[config.mk]
export PLATFORM = sky130hd
export DESIGN_NAME = tftm_entry
export DESIGN_NICKNAME = d
export VERILOG_FILES = /design/src/tftm_pkg.sv /design/src/tftm_ram.sv /design/src/tftm_entry.sv
export SDC_FILE = /design/constraint.sdc
export NUM_CORES = 1
export LEC_CHECK = 0
export BUFFER_PORTS_ARGS = -buffer_cell sky130_fd_sc_hd__buf_2
export CORE_MARGIN = 1.5
export CORE_UTILIZATION = 30
export CTS_CLUSTER_DIAMETER = 120
export DETAILED_ROUTE_END_ITERATION = 10
export GPL_ROUTABILITY_DRIVEN = 0
export GPL_TIMING_DRIVEN = 0
export PLACE_DENSITY = 0.46
export SLEW_MARGIN = 10
export SYNTH_ARGS = -nofsm -noshare
export SYNTH_HDL_FRONTEND = slang
export SYNTH_HIERARCHICAL = 1
export SYNTH_SLANG_ARGS = --single-unit
[constraint.sdc]
create_clock -name clk -period 4.7 [get_ports clk]
set_input_delay 0.235 -clock clk [delete_from_list [all_inputs] [get_ports clk]]
set_output_delay 0.235 -clock clk [all_outputs]
set_load 0.01 [all_outputs]
[src/tftm_pkg.sv]
`timescale 1ns / 1ps
// tftm_pkg: shared constants, types and the per-entry matcher step function
// for the topic filter table matcher; depends on nothing

package tftm_pkg;

  localparam int NUM_ENTRIES = 8;
  localparam int FILTER_MAX  = 64;
  localparam int ADDR_W      = $clog2(FILTER_MAX);

  // fixed field widths
  localparam int FUNC_W  = 2;
  localparam int ENTRY_W = 3;
  localparam int POS_W   = 6;
  localparam int CHAR_W  = 8;

  // filter store bytes read per entry and per cycle: positions f, f+1, f+2
  localparam int RD_TAPS = 3;

  localparam logic [CHAR_W-1:0] CH_HASH  = 8'h23;
  localparam logic [CHAR_W-1:0] CH_PLUS  = 8'h2B;
  localparam logic [CHAR_W-1:0] CH_SLASH = 8'h2F;

  typedef enum logic [FUNC_W-1:0] {
    FUNC_WRITE_CHAR = 2'd0,
    FUNC_SET_ENTRY  = 2'd1,
    FUNC_TOPIC_CHAR = 2'd2
  } func_t;

  typedef enum logic [1:0] {
    ST_RUN   = 2'd0,
    ST_MATCH = 2'd1,
    ST_FAIL  = 2'd2
  } status_t;

  typedef struct packed {
    logic [FUNC_W-1:0]  func;
    logic [ENTRY_W-1:0] entry;
    logic [POS_W-1:0]   position;
    logic [CHAR_W-1:0]  filter_char;
    logic [POS_W-1:0]   filter_length;
    logic               active;
    logic [CHAR_W-1:0]  topic_char;
    logic               last;
  } in_word_t;

  // control from the top level to one entry
  typedef struct packed {
    logic fire;
    logic sel;
  } ent_ctl_t;

  // filter symbol: a byte or end of filter
  typedef struct packed {
    logic              is_end;
    logic [CHAR_W-1:0] ch;
  } sym_t;

  typedef struct packed {
    logic [POS_W-1:0] pos;
    logic             als;
    logic             ipl;
    status_t          status;
  } match_st_t;

  localparam match_st_t MATCH_RESTART = '{pos: '0, als: 1'b1, ipl: 1'b0, status: ST_RUN};

  // one matcher step on topic symbol x (byte, or end when x_end)
  // c0, c1 are the filter symbols at the current position and the one after
  function automatic match_st_t advance(input match_st_t s, input logic x_end,
                                        input logic [CHAR_W-1:0] x,
                                        input sym_t c0, input sym_t c1);
    match_st_t n;
    logic      x_slash;
    logic      c0_slash;
    logic      c0_hash;
    logic      c0_plus;
    logic      c1_hash;
    n        = s;
    x_slash  = !x_end && (x == CH_SLASH);
    c0_slash = !c0.is_end && (c0.ch == CH_SLASH);
    c0_hash  = !c0.is_end && (c0.ch == CH_HASH);
    c0_plus  = !c0.is_end && (c0.ch == CH_PLUS);
    c1_hash  = !c1.is_end && (c1.ch == CH_HASH);
    // inside a plus level every byte but a separator is swallowed
    if (s.status == ST_RUN && !(s.ipl && !x_end && !x_slash)) begin
      n.ipl = 1'b0;
      if (!s.als && c0_slash) begin
        if (x_end && c1_hash) begin
          n.status = ST_MATCH;
        end else if (!x_slash) begin
          n.status = ST_FAIL;
        end else begin
          n.pos = s.pos + 1'b1;
          n.als = 1'b1;
        end
      end else if (!s.als && x_slash) begin
        n.status = ST_FAIL;
      end else if (c0.is_end) begin
        n.status = x_end ? ST_MATCH : ST_FAIL;
      end else if (s.als && c0_hash) begin
        n.status = ST_MATCH;
      end else if (s.als && c0_plus) begin
        if (x_end || x_slash) begin
          n.status = ST_FAIL;
        end else begin
          n.ipl = 1'b1;
          n.pos = s.pos + 1'b1;
          n.als = 1'b0;
        end
      end else if (x_end || (c0.ch != x)) begin
        n.status = ST_FAIL;
      end else begin
        n.pos = s.pos + 1'b1;
        n.als = 1'b0;
      end
    end
    return n;
  endfunction

endpackage

[src/tftm_ram.sv]
`timescale 1ns / 1ps
// tftm_ram: generic one-write one-read memory with registered read data
// depends on nothing

module tftm_ram #(
  parameter int WIDTH = 8,
  parameter int DEPTH = 64
) (
  input  logic                     clk,
  input  logic                     we,
  input  logic [$clog2(DEPTH)-1:0] waddr,
  input  logic [WIDTH-1:0]         wdata,
  input  logic [$clog2(DEPTH)-1:0] raddr,
  output logic [WIDTH-1:0]         rdata
);

  logic [WIDTH-1:0] mem [DEPTH];
  logic [WIDTH-1:0] rdata_r;

  always_ff @(posedge clk) begin
    if (we) begin
      mem[waddr] <= wdata;
    end
    rdata_r <= mem[raddr];
  end

  assign rdata = rdata_r;

endmodule

[src/tftm_entry.sv]
`timescale 1ns / 1ps
// tftm_entry: one filter table entry with its store, length, flag and matcher
// depends on tftm_pkg and tftm_ram

module tftm_entry (
  input  logic               clk,
  input  logic               rst_n,
  input  tftm_pkg::ent_ctl_t ctl,
  input  tftm_pkg::in_word_t word,
  output logic               matched
);

  tftm_pkg::match_st_t st_r, st_nxt;
  tftm_pkg::match_st_t st_byte, st_end;
  logic [tftm_pkg::POS_W-1:0] len_r, len_nxt;
  logic                       act_r, act_nxt;

  logic                                 wr_en;
  logic [tftm_pkg::ADDR_W-1:0]          wr_addr;
  logic [tftm_pkg::ADDR_W-1:0]          rd_addr [tftm_pkg::RD_TAPS];
  logic [tftm_pkg::CHAR_W-1:0]          ram_q   [tftm_pkg::RD_TAPS];
  logic [tftm_pkg::RD_TAPS-1:0]         byp_r, byp_nxt;
  logic [tftm_pkg::CHAR_W-1:0]          byp_data_r;
  tftm_pkg::sym_t                       sym     [tftm_pkg::RD_TAPS];
  tftm_pkg::sym_t                       e0, e1;
  logic                                 is_topic;

  assign is_topic = ctl.fire && (word.func == tftm_pkg::FUNC_TOPIC_CHAR);
  assign wr_en    = ctl.fire && ctl.sel && (word.func == tftm_pkg::FUNC_WRITE_CHAR) &&
                    (int'(word.position) < tftm_pkg::FILTER_MAX);
  assign wr_addr  = tftm_pkg::ADDR_W'(word.position);

  // three copies of the store so that f, f+1 and f+2 are read every cycle
  for (genvar k = 0; k < tftm_pkg::RD_TAPS; k++) begin : g_tap
    logic [tftm_pkg::POS_W:0] q_rd;
    logic [tftm_pkg::POS_W:0] q_cur;

    assign q_rd       = {1'b0, st_nxt.pos} + (tftm_pkg::POS_W+1)'(k);
    assign q_cur      = {1'b0, st_r.pos} + (tftm_pkg::POS_W+1)'(k);
    assign rd_addr[k] = tftm_pkg::ADDR_W'(q_rd);
    assign byp_nxt[k] = wr_en && (wr_addr == rd_addr[k]);

    tftm_ram #(
      .WIDTH (tftm_pkg::CHAR_W),
      .DEPTH (tftm_pkg::FILTER_MAX)
    ) u_ram (
      .clk   (clk),
      .we    (wr_en),
      .waddr (wr_addr),
      .wdata (word.filter_char),
      .raddr (rd_addr[k]),
      .rdata (ram_q[k])
    );

    // positions at or past the clipped length read as end
    assign sym[k].is_end = (q_cur >= {1'b0, len_r}) ||
                           (int'(q_cur) >= tftm_pkg::FILTER_MAX);
    assign sym[k].ch     = byp_r[k] ? byp_data_r : ram_q[k];
  end

  // write in the same cycle as the read: forward the new byte
  always_ff @(posedge clk) begin
    byp_r      <= byp_nxt;
    byp_data_r <= word.filter_char;
  end

  always_comb begin
    st_byte = tftm_pkg::advance(st_r, 1'b0, word.topic_char, sym[0], sym[1]);
    if (st_byte.pos != st_r.pos) begin
      e0 = sym[1];
      e1 = sym[2];
    end else begin
      e0 = sym[0];
      e1 = sym[1];
    end
    st_end  = tftm_pkg::advance(st_byte, 1'b1, '0, e0, e1);
    matched = (st_end.status == tftm_pkg::ST_MATCH) && (len_r != '0) && act_r;
  end

  always_comb begin
    st_nxt  = st_r;
    len_nxt = len_r;
    act_nxt = act_r;
    if (is_topic) begin
      st_nxt = word.last ? tftm_pkg::MATCH_RESTART : st_byte;
    end
    if (ctl.fire && ctl.sel && (word.func == tftm_pkg::FUNC_SET_ENTRY)) begin
      len_nxt = word.filter_length;
      act_nxt = word.active;
    end
  end

  always_ff @(posedge clk) begin
    if (!rst_n) begin
      st_r  <= tftm_pkg::MATCH_RESTART;
      len_r <= '0;
      act_r <= 1'b0;
    end else begin
      st_r  <= st_nxt;
      len_r <= len_nxt;
      act_r <= act_nxt;
    end
  end

`ifndef NO_ASSERTIONS
  a_plus_not_at_start: assert property (@(posedge clk) disable iff (!rst_n)
    st_r.ipl |-> !st_r.als)
    else $error("plus level open at a level start");

  a_restart_after_last: assert property (@(posedge clk) disable iff (!rst_n)
    is_topic && word.last |=> st_r.pos == '0 && st_r.als && !st_r.ipl &&
                              st_r.status == tftm_pkg::ST_RUN)
    else $error("matcher not restarted after last topic byte");

  a_len_idle_stable: assert property (@(posedge clk) disable iff (!rst_n)
    !ctl.fire |=> $stable(len_r) && $stable(act_r) && $stable(st_r))
    else $error("entry state changed without an item");
`endif

endmodule

After elaboration in Yosys (flattened, before gate mapping)
Memory sizes are Yosys's and may differ from the RTL's. A register that Yosys moved wholly into a read port is not among the register bits.
Index checks and enable logic that the tools add are counted.
{"block": "op_classes", "magnitude_cmp": 6, "add_sub_neg": 5, "n_eq_ne": 15, "div": 0, "mul": 0, "shift": 0, "bitwise": 0, "n_reduce_logical": 37, "muxes": 33}
{"cell": "$eq A8 B6 Y1 const B", "n": 7}
{"cell": "$mux W8", "n": 7}
{"cell": "$mux W10", "n": 3}
{"cell": "$mux W7", "n": 4}
{"cell": "$mux W2", "n": 13}
{"cell": "$logic_and A1 B1 Y1", "n": 23}
{"cell": "$eq A6 B6 Y1", "n": 3}
{"cell": "$mux W9", "n": 2}
{"cell": "$ge A7 B6 Y1", "n": 2}
{"cell": "$ge A7 B7 Y1 const B", "n": 2}
{"cell": "$add A6 B1 Y6 const B", "n": 2}
{"cell": "$ne A8 B8 Y1", "n": 1}
{"cell": "$add A6 B1 Y7 const B", "n": 1}
{"cell": "$add A6 B2 Y7 const B", "n": 1}
{"cell": "$ge A6 B7 Y1 const B", "n": 1}
{"cell": "$logic_not A1 Y1", "n": 7}
{"cell": "$add A6 B2 Y6 const B", "n": 1}
{"cell": "$ge A6 B6 Y1", "n": 1}
{"cell": "$logic_not A2 Y1", "n": 3}
{"cell": "$ne A6 B6 Y1", "n": 1}
{"cell": "$reduce_bool A6 Y1", "n": 1}
{"cell": "$eq A2 B1 Y1 const B", "n": 2}
{"cell": "$mux W1", "n": 4}
{"cell": "$logic_or A1 B1 Y1", "n": 3}
{"cell": "$eq A2 B2 Y1 const B", "n": 1}
{"block": "word_totals", "register_bits": 28, "latch_bits": 0, "inputBits": 39, "ram_bits": 1536, "mem_bits_ro": 0, "output_inout_bits": 1, "n_memories": 3}
{"name": "g_tap[0].u_ram.mem", "depth": 64, "width": 8, "rd": 1, "rd_clocked_by_memory_dff": 1, "write_ports": 1, "line": "tftm_ram.sv:17", "source": "logic [WIDTH-1:0] mem [DEPTH];"}
{"name": "g_tap[1].u_ram.mem", "depth": 64, "width": 8, "rd": 1, "rd_clocked_by_memory_dff": 1, "write_ports": 1, "line": "tftm_ram.sv:17"}
{"name": "g_tap[2].u_ram.mem", "depth": 64, "width": 8, "rd": 1, "rd_clocked_by_memory_dff": 1, "write_ports": 1, "line": "tftm_ram.sv:17"}

Longest topological paths before layout
{"block": "logic_depth", "ltp_word": 23, "ltp_mapped": 23}

Hierarchy
The synthesis kept the hierarchy.
{"module": "tftm_ram", "cells_per_inst": 940, "area_each_um2": 20166.8, "n_inst": 3}
{"module": "tftm_entry", "cells_per_inst": 341, "area_each_um2": 2808.9, "n_inst": 1}

Least setup slack after synthesis
Ideal clock, no wire load.
{"block": "synth_timing", "path_kind": "flip-flop to flip-flop", "from": "reg st_r[4] (netlist bit)", "to": "reg g_tap[1].u_ram.rdata_r[3] (read register of g_tap[1].u_ram.mem)", "path_slack_ps": 91, "path_stages_with_launch": 19, "t_arrival_ps": 4473, "required_time_ps": 4564, "period_less_slack_ps": 4609, "path_cell_list": "dfxtp_1 -> inv_1 -> ha_1 -> nand2b_1 -> a221oi_1 -> o21ai_1 -> nor3_1 -> nand2b_4 -> mux2_2 -> a21oi_1 -> inv_1 -> ha_1 -> buf_4 -> buf_2 -> buf_2 -> mux4_2 -> mux4_2 -> o21ai_1 -> o41ai_1"}
{"block": "synth_between", "elab_chain_cells": 14, "word_cells_on_any_way": 23, "cone_classes": "add/sub: 2; order compare: 2; mux: 11; reduce/logical: 8"}
{"element": "start: declaration", "line": "tftm_entry.sv:13", "source": "tftm_pkg::match_st_t st_r, st_nxt;"}
{"element": "start signal: assignment", "line": "tftm_entry.sv:95", "source": "st_r <= tftm_pkg::MATCH_RESTART;"}
{"element": "start signal: assignment", "line": "tftm_entry.sv:99", "source": "st_r <= st_nxt;"}
{"element": "$ge A6 B7 Y1 or $ge A6 B6 Y1 (tied branches)", "line": "tftm_entry.sv:57, tftm_entry.sv:56"}
{"element": "$logic_or A1 B1 Y1", "line": "tftm_entry.sv:56", "source": "assign sym[k].is_end = (q_cur >= {1'b0, len_r}) ||"}
{"element": "$logic_not A1 Y1", "line": "tftm_pkg.sv:81, tftm_pkg.sv:82, tftm_pkg.sv:83"}
{"element": "$logic_and A1 B1 Y1", "line": "tftm_pkg.sv:83", "source": "c0_plus = !c0.is_end && (c0.ch == CH_PLUS);"}
{"element": "$logic_and A1 B1 Y1", "line": "tftm_pkg.sv:103", "source": "end else if (s.als && c0_plus) begin"}
{"element": "$mux W7", "line": "tftm_pkg.sv:103"}
{"element": "$mux W8", "line": "tftm_pkg.sv:101", "source": "end else if (s.als && c0_hash) begin"}
{"element": "$mux W8", "line": "tftm_pkg.sv:99", "source": "end else if (c0.is_end) begin"}
{"element": "$mux W8", "line": "tftm_pkg.sv:97", "source": "end else if (!s.als && x_slash) begin"}
{"element": "$mux W7 *", "line": "tftm_pkg.sv:88", "source": "if (!s.als && c0_slash) begin"}
{"element": "$mux W10 *", "line": "tftm_pkg.sv:86", "source": "if (s.status == ST_RUN && !(s.ipl && !x_end && !x_slash)) begin"}
{"element": "$mux W10 *", "line": "tftm_entry.sv:85", "source": "st_nxt = word.last ? tftm_pkg::MATCH_RESTART : st_byte;"}
{"element": "$mux W10 *", "line": "tftm_entry.sv:84", "source": "if (is_topic) begin"}
{"element": "via g_tap[0].q_rd, one bit", "line": "tftm_entry.sv:35", "source": "logic [tftm_pkg::POS_W:0] q_rd;"}
{"element": "$add A6 B1 Y6 *", "line": "tftm_entry.sv:38", "source": "assign q_rd = {1'b0, st_nxt.pos} + (tftm_pkg::POS_W+1)'(k);"}
{"element": "via g_tap[1].q_rd, one bit", "line": "tftm_entry.sv:35"}
{"element": "end: declaration", "line": "tftm_ram.sv:18", "source": "logic [WIDTH-1:0] rdata_r;"}
The timed path passes the listed nets; every way through them passes the cells marked *.
A chain may end at the register's enable or synchronous reset.

Worst setup path after layout
{"block": "layout_timing", "from": "reg byp_data_r[4] (netlist bit)", "to": "reg g_tap[0].u_ram.rdata_r[6] (read register of g_tap[0].u_ram.mem)"}
{"block": "layout_between", "elab_chain_cells": 12, "word_cells_on_any_way": 20, "cone_classes": "eq/ne: 4; mux: 10; reduce/logical: 6"}
{"element": "start: declaration", "line": "tftm_entry.sv:23", "source": "logic [tftm_pkg::CHAR_W-1:0] byp_data_r;"}
{"element": "start signal: assignment", "line": "tftm_entry.sv:64", "source": "byp_data_r <= word.filter_char;"}
{"element": "$mux W8 *", "line": "tftm_entry.sv:58", "source": "assign sym[k].ch = byp_r[k] ? byp_data_r : ram_q[k];"}
{"element": "$eq A8 B6 Y1", "line": "tftm_pkg.sv:83"}
{"element": "$logic_and A1 B1 Y1", "line": "tftm_pkg.sv:83"}
{"element": "$logic_and A1 B1 Y1", "line": "tftm_pkg.sv:103"}
{"element": "$mux W7", "line": "tftm_pkg.sv:103"}
{"element": "$mux W8", "line": "tftm_pkg.sv:101"}
{"element": "$mux W8", "line": "tftm_pkg.sv:99"}
{"element": "$mux W8", "line": "tftm_pkg.sv:97"}
{"element": "$mux W7 *", "line": "tftm_pkg.sv:88"}
{"element": "$mux W10 *", "line": "tftm_pkg.sv:86"}
{"element": "$mux W10 *", "line": "tftm_entry.sv:85"}
{"element": "$mux W10 *", "line": "tftm_entry.sv:84"}
{"element": "via g_tap[0].q_rd, one bit", "line": "tftm_entry.sv:35"}
{"element": "end: declaration", "line": "tftm_ram.sv:18"}
Marked as above.

==> results.md <==
* CTS Root Cell: clkbuf_16
* Cell Area, Synth at 63300 um2
* Filler cell count at around 19000
* Starting Density at 0.302
* Synth top area share at 0.729
* Htree depth at 4
* Async set-reset flop share out of synthesis at 0
* I/O Pins at 40
* R2R setup slack at -40 ps
* Die W at 462 um
* Post-synthesis mux area share at 0.155
* Worst VDD drop at about 0.37 mV
* Fin util at 0.359
* Leakage at 0.0228 uW
* Max-slew violations at 0
* RSZ-0062 raised after global routing: yes
* CTS Buffer Depth at 3
* Initial antenna violation count at 7
* Post-layout min period at 4740 ps
* DR vias at 32200
* CP Launch Point: byp_data_r[4]$_DFF_P_
* Syn avg cell area at 20.0 um2
* Post-Syn Instances at 3161
* Reg-to-Reg End: g_tap[0].u_ram/rdata[6]$_DFF_P_
* Hold WS at 79.0 ps
* NumNets Final at roughly 3500
* Most used DFF post-synth: edfxtp_1
* Drt pass-1 iters at 7
* EDFF count, synth at 1536
* Total GRT Usage at 0.165
* Power per cell area at around 390 nW/um2
* CP endpoint kind: flop
* Crit Path Max Fanout at 8
* Row cnt at between 150 and 200
* Failing checks: setup timing
* Max_slew headroom at 0.127
* Setup slack after layout at -37.8 ps
* Sequential share of the synthesized area at 0.745
* Synth area leader: edfxtp_1
* Tcrit/Tclk final at 1.01
* Crit path DAT at 5380 ps
* Post-route ant nets at 0
* Clk_lat worst skew at 810 ps
* # setup viols final at 1
* Fin Clk Skew at 45.4 ps
* Netlist cell types at ~80
* Largest net degree at the start of global routing at 129
* Most frequent cell after synthesis: edfxtp_1
* Syn nets at 3221
* Final Hold Viols at 0
* Simple-Gate Fraction of Synth Area at 0.0447
* Post-Synth XOR/XNOR Area at 0.00429
* Gr ovfl total at 0
* Worst slew pin tran at 1290 ps
* Depth of the most critical reg-to-reg path at 15
* Number of global-route vias before repair at 33300
* CP Data Required Time at 5340 ps
* Largest family of logic cells by synthesized area: multiplexers
* CP Class: reg -> reg
* Dpl hpwl at 116000 um
* Critical path capture point: g_tap[0].u_ram/rdata[6]$_DFF_P_
* Placement Setup Slack at -3090 ps
* Area grow syn2layout at 18.7%
* Synth Area in Adders at 0.00415
* Min-Delay Path Class: in -> reg
* TNS Setup at -37.8 ps
* CTS tree: yes
* Status: finished, violations left
* Die height at 462 um
* DIE AREA at roughly 210000 um2
* Worst-path clk slew at about 60 ps
* IO buf count at 36
* Compound-cell area share of the yosys netlist at 0.0296
* Tot Pwr at 29000 uW
* Reg-to-Reg Start: byp_data_r[4]$_DFF_P_
* Cts bufs inserted at approximately 170
* Multi-input logic area at 16000 um2
* Yosys warns at 6
* DR vias/cell at 5.04
* Core Box Area at ~210000 um2
* Highest clock rate at 211 MHz
* Fraction of layout cells with a size suffix above 1 at 0.287
* Avg WL per Cell at 27.9 um
* #FFs+latches synth at 1588
* Max cap viols at 0
* Clock sink count at approximately 1600
* Detailed Route WL at 178000 um
* Initial DRC Count at between 3000 and 4000
* Global-route wire length before repair at ~250000 um
* Register area at approximately 47000 um2
* Synth area leaders: edfxtp_1 73%, mux4_2 13%, dfxtp_1 1.6%, nor2_1 1.6%, mux2i_1 1.3%
* DRC viols at 0
* Commonest cells post-synth: 1536 x edfxtp_1, 378 x mux4_2, 269 x nor2_1, 85 x mux2i_1, 79 x nand2_1
* Setup crit start kind: flop
==> per-layer routing <==
metal  wire (um)  vias to the layer above  global-route usage  part of all wire
met5           0                        -                   0                 0
met4        4600                        0              0.0470             0.026
met3        8640                      233              0.0256             0.048
met2       87300                      894               0.273              0.49
met1       77600                    17400               0.225              0.44
li1            -                    13700                   -                 -
==> worst min-delay path by stage <==
stage / start / to / slack, ps / cells past startpoint
5_1_grt: word[26] / byp_r[2]$_DFF_P_ / 40 / 4
3_5_place_dp: word[15] / len_r[5]$_SDFFE_PN0P_ / 500 / 3
4_1_cts: word[26] / byp_r[2]$_DFF_P_ / 10 / 4
3_3_place_gp: word[15] / len_r[5]$_SDFFE_PN0P_ / 490 / 3
2_1_floorplan: word[16] / byp_data_r[0]$_DFF_P_ / 260 / 0
6_report: word[26] / byp_r[2]$_DFF_P_ / 80 / 4
==> final cells by class <==
class	count	share of cell area
plain buffers	160	0.0237
inverters	19	0.00103
multi-input cells	1389	0.213
diodes	6	0.000200
clock inverters	93	0.0113
flip-flops and latches	1588	0.628
repair buffers	118	0.0159
clock buffers	218	0.0601
well taps	2805	0.0467
==> placed cells by master, fill, tap and decap left out, drive strengths merged, types with 26 or more instances in the layout <==
cell,instances
buf,209
clkbuf,266
clkinv,78
dfxtp,52
edfxtp,1536
mux2,42
mux2i,85
mux4,378
nand2,79
nand3,51
nor2,270
nor2b,56
nor3,31
o21ai,26
==> through the flow <==
step                      instance area, um2  cells
after floorplan                        63300   3161
after global placement                 67000   6002
after detailed placement               67400   6016
after CTS                              74600   6375
after global routing                   75100   6393
final                                  75100   6396
==> state kept, by name, summed over array words and instances (netlist names) <==
register,flops
g_tap.u_ram/rdata,24
len_r,6
st_r,10
byp_r,3
act_r,1
g_tap.u_ram/mem,1536
byp_data_r,8
==> repair_timing <==
action / CTS / global route
pin swaps: 18 / 21
gates resized for setup: 339 / 101
hold buffers: 21 / 0
buffers inserted: 31 / 16
cloned: 1 / 0
endpoints found under the setup margin: 26 / 24
endpoints found under the hold margin: 505 / 0
==> worst max-delay path, stage by stage, from the launching register on <==
cell,delay [ps]
dfxtp_1,300
nand4b_1,200
or4b_1,500
buf_6,150
a211o_4,340
a21boi_4,160
buf_12,150
o41a_1,390
nand2_4,180
buf_4,200
buf_12,170
mux4_2,560
mux2_2,310
o221a_2,280
nor3_1,450
o32ai_2,220
==> kinds of logic after synthesis <==
family                     after synthesis
AOI/OAI and AO/OA                      244
xor gates and xnor gates                31
adders and majority gates               21
buffers and inverters                  184
DFF                                   1588
muxes                                  505
and+or+nand+nor                        588
==> power breakdown <==
group / switching (uW) / total (uW) / internal (uW)
Sequential: 8.26 / 15500 / 15500
Clock: 5650 / 12900 / 7280
Combinational: 379 / 476 / 97.6
(Power assumes the default switching activity.)
